### config.mk
export PLATFORM = sky130hd
export DESIGN_NAME = integer_sorter_top_flat
export DESIGN_NICKNAME = d
export VERILOG_FILES = /design/src/sv/isort_pkg.sv /design/src/sv/isort_if.sv /design/src/sv/integer_sorter_top.sv /design/src/sv/isort_ctrl.sv /design/src/sv/isort_dp.sv /design/src/flat_wrapper.sv
export SDC_FILE = /design/constraint.sdc
export NUM_CORES = 2
export LEC_CHECK = 0
export ABC_AREA = 1
export BUFFER_PORTS_ARGS = -buffer_cell sky130_fd_sc_hd__buf_4
export CAP_MARGIN = 20
export CORE_UTILIZATION = 50
export CTS_CLUSTER_SIZE = 12
export DETAILED_ROUTE_END_ITERATION = 12
export PLACE_DENSITY = 0.75
export SYNTH_ARGS = -nofsm -noshare
export SYNTH_HDL_FRONTEND = slang
export SYNTH_SLANG_ARGS = --single-unit
export TNS_END_PERCENT = 1
### constraint.sdc
create_clock -name clk -period 10.5 [get_ports clk]
set_input_delay 0.525 -clock clk [delete_from_list [all_inputs] [get_ports clk]]
set_output_delay 0.525 -clock clk [all_outputs]
set_load 0.05 [all_outputs]
### src/sv/isort_pkg.sv
// Shared constants and controller/datapath command and status types for the integer sorter.
`default_nettype none
package isort_pkg;

  localparam int CAPACITY = 16;
  localparam int DATA_W   = 32;
  localparam int CNT_W    = $clog2(CAPACITY + 1);

  typedef struct packed {
    logic insert;    // store the incoming element in order
    logic set_ovf;   // incoming element dropped, store full
    logic shift;     // head element taken, move the rest down
    logic clr_ovf;   // run finished
  } cmd_t;

  typedef struct packed {
    logic             full;
    logic             count_is_one;
    logic [CNT_W-1:0] count;
  } status_t;

endpackage
`default_nettype wire

### src/sv/isort_if.sv
// Valid/ready channel interfaces for the sorter's input and result streams.
`default_nettype none
interface isort_in_if;
  logic                                  valid;
  logic                                  ready;
  logic signed [isort_pkg::DATA_W-1:0]   element;
  logic                                  last_element;

  modport source (output valid, output element, output last_element, input ready);
  modport sink (input valid, input element, input last_element, output ready);
endinterface

interface isort_out_if;
  logic                                  valid;
  logic                                  ready;
  logic signed [isort_pkg::DATA_W-1:0]   sorted_element;
  logic                                  last_of_run;
  logic                                  overflow;

  modport source (output valid, output sorted_element, output last_of_run, output overflow,
                  input ready);
  modport sink (input valid, input sorted_element, input last_of_run, input overflow,
                output ready);
endinterface
`default_nettype wire

### src/sv/integer_sorter_top.sv
// Integer sorter top level: channels, controller, datapath and checks.
//
// Usage: signed 32-bit elements arrive on in_if, one per transaction, the final
// element of a block flagged by last_element. Each accepted element is placed
// in order into a row of 16 cells (one comparator per cell), so loading runs
// at one element per cycle. Elements past the 16th are dropped and the run's
// overflow flag is set. In the cycle after the last element is accepted,
// out_if presents the smallest element; each result transaction shifts the
// row down by one cell, so results follow at one per cycle while out_if.ready
// is high. The final result carries last_of_run. in_if.ready is low from the
// last element until the final result is taken.
// A stall on out_if simply holds the current result and the cell row.
// Reset (rst_n low at a clock edge) empties the store, clears the overflow
// flag and drops any pending results; in_if.ready rises the cycle after reset.
`default_nettype none
module integer_sorter_top (
  input  wire logic  clk,
  input  wire logic  rst_n,
  isort_in_if.sink   in_if,
  isort_out_if.source out_if
);

  isort_pkg::cmd_t    cmd;
  isort_pkg::status_t status;
  logic signed [isort_pkg::DATA_W-1:0] head;
  logic               ovf;
  logic               in_ready;
  logic               out_valid;

  isort_ctrl u_ctrl (
    .clk       (clk),
    .rst_n     (rst_n),
    .in_valid  (in_if.valid),
    .in_last   (in_if.last_element),
    .out_ready (out_if.ready),
    .status    (status),
    .in_ready  (in_ready),
    .out_valid (out_valid),
    .cmd       (cmd)
  );

  isort_dp u_dp (
    .clk      (clk),
    .rst_n    (rst_n),
    .cmd      (cmd),
    .element  (in_if.element),
    .status   (status),
    .head     (head),
    .overflow (ovf)
  );

  assign in_if.ready           = in_ready;
  assign out_if.valid          = out_valid;
  assign out_if.sorted_element = head;
  assign out_if.last_of_run    = status.count_is_one;
  assign out_if.overflow       = ovf;

  a_drain_nonempty : assert property (@(posedge clk) disable iff (!rst_n)
    out_valid |-> (status.count != '0))
    else $error("result offered with empty store");

  a_no_overlap : assert property (@(posedge clk) disable iff (!rst_n)
    !(in_ready && out_valid))
    else $error("loading and draining at once");

  a_run_end : assert property (@(posedge clk) disable iff (!rst_n)
    (out_valid && out_if.ready && status.count_is_one) |=>
      (in_ready && !out_valid && status.count == '0 && !ovf))
    else $error("run end did not return to empty load state");

  a_count_bound : assert property (@(posedge clk) disable iff (!rst_n)
    status.count <= isort_pkg::CNT_W'(isort_pkg::CAPACITY))
    else $error("element count beyond capacity");

endmodule
`default_nettype wire

### src/sv/isort_ctrl.sv
// Load/drain controller of the integer sorter.
`default_nettype none
module isort_ctrl (
  input  wire logic               clk,
  input  wire logic               rst_n,
  input  wire logic               in_valid,
  input  wire logic               in_last,
  input  wire logic               out_ready,
  input  wire isort_pkg::status_t status,
  output logic                    in_ready,
  output logic                    out_valid,
  output isort_pkg::cmd_t         cmd
);

  typedef enum logic {
    ST_LOAD,
    ST_DRAIN
  } state_t;

  state_t state_r;
  logic   in_ready_r;
  logic   out_valid_r;
  logic   in_xact;
  logic   out_xact;

  assign in_ready  = in_ready_r;
  assign out_valid = out_valid_r;
  assign in_xact   = in_valid && in_ready_r;
  assign out_xact  = out_valid_r && out_ready;

  always_comb begin
    cmd.insert  = in_xact && !status.full;
    cmd.set_ovf = in_xact && status.full;
    cmd.shift   = out_xact;
    cmd.clr_ovf = out_xact && status.count_is_one;
  end

  always_ff @(posedge clk) begin
    if (!rst_n) begin
      state_r     <= ST_LOAD;
      in_ready_r  <= 1'b0;
      out_valid_r <= 1'b0;
    end else begin
      case (state_r)
        ST_LOAD: begin
          in_ready_r <= 1'b1;
          if (in_xact && in_last) begin
            state_r     <= ST_DRAIN;
            in_ready_r  <= 1'b0;
            out_valid_r <= 1'b1;
          end
        end
        ST_DRAIN: begin
          if (out_xact && status.count_is_one) begin
            state_r     <= ST_LOAD;
            in_ready_r  <= 1'b1;
            out_valid_r <= 1'b0;
          end
        end
        default: begin
          state_r     <= ST_LOAD;
          in_ready_r  <= 1'b0;
          out_valid_r <= 1'b0;
        end
      endcase
    end
  end

endmodule
`default_nettype wire

### src/sv/isort_dp.sv
// Datapath: row of sorted element cells with per-cell comparators, count and overflow flag.
`default_nettype none
module isort_dp (
  input  wire logic                                 clk,
  input  wire logic                                 rst_n,
  input  wire isort_pkg::cmd_t                      cmd,
  input  wire logic signed [isort_pkg::DATA_W-1:0]  element,
  output isort_pkg::status_t                        status,
  output logic signed [isort_pkg::DATA_W-1:0]       head,
  output logic                                      overflow
);

  localparam int CAP   = isort_pkg::CAPACITY;
  localparam int CNT_W = isort_pkg::CNT_W;

  logic signed [isort_pkg::DATA_W-1:0] cell_r   [CAP];
  logic signed [isort_pkg::DATA_W-1:0] cell_nxt [CAP];
  logic [CAP-1:0]   gt;
  logic [CNT_W-1:0] count_r;
  logic [CNT_W-1:0] count_nxt;
  logic             ovf_r;
  logic             ovf_nxt;

  // Cell i holds a larger value than the new element; monotone over the filled cells.
  always_comb begin
    for (int i = 0; i < CAP; i++) begin
      gt[i] = (CNT_W'(i) < count_r) && (element < cell_r[i]);
    end
  end

  always_comb begin
    for (int i = 0; i < CAP; i++) begin
      cell_nxt[i] = cell_r[i];
    end
    if (cmd.insert) begin
      if (gt[0] || count_r == '0) begin
        cell_nxt[0] = element;
      end
      for (int i = 1; i < CAP; i++) begin
        if (gt[i] || CNT_W'(i) == count_r) begin
          cell_nxt[i] = gt[i-1] ? cell_r[i-1] : element;
        end
      end
    end else if (cmd.shift) begin
      for (int i = 0; i < CAP - 1; i++) begin
        cell_nxt[i] = cell_r[i+1];
      end
    end
  end

  always_comb begin
    count_nxt = count_r;
    if (cmd.insert) begin
      count_nxt = count_r + CNT_W'(1);
    end else if (cmd.shift) begin
      count_nxt = count_r - CNT_W'(1);
    end
    ovf_nxt = ovf_r;
    if (cmd.set_ovf) begin
      ovf_nxt = 1'b1;
    end else if (cmd.clr_ovf) begin
      ovf_nxt = 1'b0;
    end
  end

  always_ff @(posedge clk) begin
    for (int i = 0; i < CAP; i++) begin
      cell_r[i] <= cell_nxt[i];
    end
  end

  always_ff @(posedge clk) begin
    if (!rst_n) begin
      count_r <= '0;
      ovf_r   <= 1'b0;
    end else begin
      count_r <= count_nxt;
      ovf_r   <= ovf_nxt;
    end
  end

  assign status.full         = (count_r == CNT_W'(CAP));
  assign status.count_is_one = (count_r == CNT_W'(1));
  assign status.count        = count_r;
  assign head                = cell_r[0];
  assign overflow            = ovf_r;

endmodule
`default_nettype wire

### src/flat_wrapper.sv
// flat-port wrapper written by rule: the top's interface ports become plain ports
module integer_sorter_top_flat 
  (clk, rst_n, in_if_valid, in_if_element, in_if_last_element, in_if_ready, out_if_valid, out_if_sorted_element, out_if_last_of_run, out_if_overflow, out_if_ready);
  isort_in_if in_if_i ();
  isort_out_if out_if_i ();
  input  wire logic clk;
  input  wire logic rst_n;
  input wire logic [$bits(in_if_i.valid)-1:0] in_if_valid;
  input wire logic [$bits(in_if_i.element)-1:0] in_if_element;
  input wire logic [$bits(in_if_i.last_element)-1:0] in_if_last_element;
  output wire logic [$bits(in_if_i.ready)-1:0] in_if_ready;
  output wire logic [$bits(out_if_i.valid)-1:0] out_if_valid;
  output wire logic [$bits(out_if_i.sorted_element)-1:0] out_if_sorted_element;
  output wire logic [$bits(out_if_i.last_of_run)-1:0] out_if_last_of_run;
  output wire logic [$bits(out_if_i.overflow)-1:0] out_if_overflow;
  input wire logic [$bits(out_if_i.ready)-1:0] out_if_ready;
  assign in_if_i.valid = in_if_valid;
  assign in_if_i.element = in_if_element;
  assign in_if_i.last_element = in_if_last_element;
  assign in_if_ready = in_if_i.ready;
  assign out_if_valid = out_if_i.valid;
  assign out_if_sorted_element = out_if_i.sorted_element;
  assign out_if_last_of_run = out_if_i.last_of_run;
  assign out_if_overflow = out_if_i.overflow;
  assign out_if_i.ready = out_if_ready;
  integer_sorter_top u_core (.clk(clk), .rst_n(rst_n), .in_if(in_if_i), .out_if(out_if_i));
endmodule
==> flow_metrics.env <==
export IMPL_dieArea_um2=85400
export IMPL_synth_seq_cells=521
export IMPL_crit_chain="inv_2 > ha_1 > nand2_1 > inv_2 > nand2_1 > nand2_4 > inv_8 > buf_4 > buf_4 > buf_16 > nand3_1 > nand2_1"
export IMPL_endpoint_kind="flop"
export IMPL_cp_max_fo=127
export IMPL_drc=0
export IMPL_relSlewSlack=0.211
export IMPL_clock_latency_ns=0.63
export IMPL_comb_power_share=0.242
export IMPL_path_common_cell="nand2_1"
export IMPL_grt_pass1_vias=35632
export IMPL_final_cell_mix="1,894 x nand2_1, 683 x inv_1, 512 x edfxtp_1"
export IMPL_final_common_cell="nand2_1"
export IMPL_seq_area_frac_synth=0.369
export IMPL_gp_congestion=0.885
export IMPL_slowest_delay_ns=0.83
export IMPL_postCtsSetupBuffers=0
export IMPL_root_buffer="clkbuf_16"
export IMPL_intPower_uw=3960
export IMPL_rsz0062_at_grt="false"
export IMPL_worstMarginPinSlew_ns=1.17
export IMPL_crit_start="u_core.u_dp.count_r[0]"
export IMPL_htreeDepth=2
export IMPL_cellLeakagePower_uw=0.0221
export IMPL_crit_arrival_ns=5.27
export IMPL_ant_nets=0
export IMPL_hp_start="in_if_element[0]"
export IMPL_crit_buf_inv=6
export IMPL_drive_gt1_frac=0.0446
export IMPL_period_minus_slack_ns=4.77
export IMPL_r2r_start="u_core.u_dp.count_r[0]"
export IMPL_num_vias=36757
export IMPL_yosysWarnings=0
export IMPL_tns_ns=0
export IMPL_grt_pass1_wl_um=184000
export IMPL_fp_dieW_um=292
export IMPL_finalSetupViolations=0
export IMPL_syn_inst=5568
export IMPL_swShare=0.330
export IMPL_cp_required_ns=11.00
export IMPL_fin_total_pwr_uw=5910
export IMPL_clkTransAtPathRegs_ns=0.07
export IMPL_timing_fmax_mhz=210
export IMPL_syn_area_per_cell_um2=7.56
export IMPL_tritoncts="done"
export IMPL_clk_path_buf_depth=3
export IMPL_hold_viol=0
export IMPL_antenna_found_initial=1
export IMPL_startpoint_type="flop"
export IMPL_drt_pass1_iter_count=6
export IMPL_vias_per_cell=5.65
export IMPL_synth_cell_types=31
export IMPL_synthesis_nets=6106
export IMPL_grt_max_degree=241
export IMPL_p_seq_frac=0.434
export IMPL_outcome="completed"
export IMPL_cp_slowest_cell="inv_8"
export IMPL_grt_remaining_overflow=0
export IMPL_core_area_um2=83600
export IMPL_dp_hpwl_um=84300
export IMPL_drtIter0Drc=3237
export IMPL_pin_count=73
export IMPL_power_density_nw_per_um2=133
export IMPL_crit_type="flop to flop"
export IMPL_port_buffers=72
export IMPL_final_setup_skew_ns=0.00923
export IMPL_finalCritPeriodShare=0.454
export IMPL_ctsResizeCount=0
export IMPL_slew_violations=0
export IMPL_wire_per_inst_um=17.2
export IMPL_vdd_ir_drop_worst_v=0.000112
export IMPL_cts_hold_buf=0
export IMPL_syn_area_um2=42100
export IMPL_switchingPower_uw=1950
export IMPL_min_path_type="input port to flop"
export IMPL_die_h_um=292
export IMPL_rows=106
export IMPL_area_growth_pct=5.48
export IMPL_cts_buffers=58
export IMPL_crit_family="buffers and inverters"
export IMPL_maxCapViolations=0
export IMPL_cts_sinks=521
export IMPL_start_util=0.504
export IMPL_pwr_share_clk=0.324
export IMPL_totalWireLength_um=112000
export IMPL_fill_cells=7771
export IMPL_fin_nets=5915
export IMPL_grt_usage=0.258
cells in the mapped netlist:
master / instances / area, um2
nand2_1: 1895 / 7110
inv_1: 683 / 2560
edfxtp_1: 512 / 15400
ha_1: 501 / 6270
nand3_1: 492 / 2460
nand4_1: 469 / 2930
a21oi_1: 266 / 1330
o21ai_0: 135 / 676
nor2_1: 127 / 477
clkbuf_1: 126 / 473
buf_2: 118 / 591
buf_4: 48 / 360
buf_1: 37 / 139
nor3_1: 32 / 160
buf_6: 24 / 270
nand3_2: 22 / 220
o21a_1: 16 / 120
nand2_2: 13 / 81.3
a31oi_1: 9 / 56.3
dfxtp_1: 9 / 180
inv_2: 8 / 30.0
o211ai_1: 6 / 45.0
o21ai_1: 6 / 30.0
nand3_4: 4 / 70.1
nor4_1: 3 / 18.8
nor2_4: 2 / 22.5
a211oi_1: 1 / 7.51
a21oi_2: 1 / 8.76
a31oi_2: 1 / 12.5
nand3b_1: 1 / 7.51
nor2_2: 1 / 6.26
worst register-to-register path, stage by stage, from the launching register on:
cell and delay (ns):
dfxtp_1 0.46, inv_2 0.15, ha_1 0.29, nand2_1 0.23, inv_2 0.06, nand2_1 0.09
nand2_4 0.50, inv_8 0.84, buf_4 0.83, buf_4 0.56, buf_16 0.36, nand3_1 0.19
nand2_1 0.08
logic make-up after synthesis:
| family | count (synthesis) | synth area share |
|---|---|---|
| buf+inv | 1044 | 0.105 |
| simple gates | 3061 | 0.322 |
| flops | 521 | 0.369 |
| fa+ha+maj | 501 | 0.149 |
| compound gates | 441 | 0.0543 |
layout make-up:
class | instances | area (um2) | area share
well taps | 1080 | 1350 | 0.0304
clock inverters | 23 | 97.6 | 0.00220
clock buffers | 81 | 1600 | 0.0361
multi-input cells | 4003 | 22300 | 0.503
diodes | 2 | 5.00 | 0.000113
repair buffers | 102 | 868 | 0.0195
inverters | 691 | 2600 | 0.0586
flip-flops and latches | 521 | 15600 | 0.350
path summary, 6_finish.rpt:
check	endpoint	slack, ns	depth (start not counted)
worst min-delay path	u_core.u_dp.cell_r[1][224]	0.19	3
worst max-delay path	u_core.u_dp.cell_r[1][206]	5.73	12
worst min register to register	u_core.u_dp.overflow	0.47	2
worst max register to register	u_core.u_dp.cell_r[1][206]	5.73	12
per-stage QoR:
step           setup WS (ns)  hold slack (ns)   util  cells  cell area, um2
5_1_grt                 5.49            0.201  0.532   6501           44400
3_3_place_gp            5.81            0.449  0.510   6391           42600
4_1_cts                 5.62            0.173  0.530   6496           44300
2_1_floorplan           6.62            0.460      -   5568           42100
3_5_place_dp            5.63            0.462  0.510   6392           42600
6_report                5.73            0.191  0.532   6503           44400
power groups by stage:
stage | combinational [uW] | clock (uW) | sequential (uW)
after floorplan | 1070 | 0 | 2580
after global placement | 1350 | 0 | 2600
after detailed placement | 1400 | 0 | 2610
after CTS | 1410 | 1950 | 2560
after global routing | 1620 | 2020 | 2580
final | 1430 | 1920 | 2570
per-layer routing:
metal / part of all wire / wire, um / vias to the layer above / GRT usage
met3: 0.076 / 8540 / 140 / 0.0308
met2: 0.45 / 50700 / 1310 / 0.423
met4: 0.018 / 2010 / 0 / 0.0616
li1: - / - / 18396 / -
met1: 0.45 / 50500 / 16911 / 0.364
met5: 0 / 0 / - / 0
state kept, by name, indices dropped and copies added (netlist names):
register / cells
u_core.u_ctrl.in_ready: 1
u_core.u_ctrl.out_valid: 1
u_core.u_ctrl.state_r: 1
u_core.u_dp.cell_r: 512
u_core.u_dp.count_r: 5
u_core.u_dp.overflow: 1
Power figures use the tool's default switching activity.
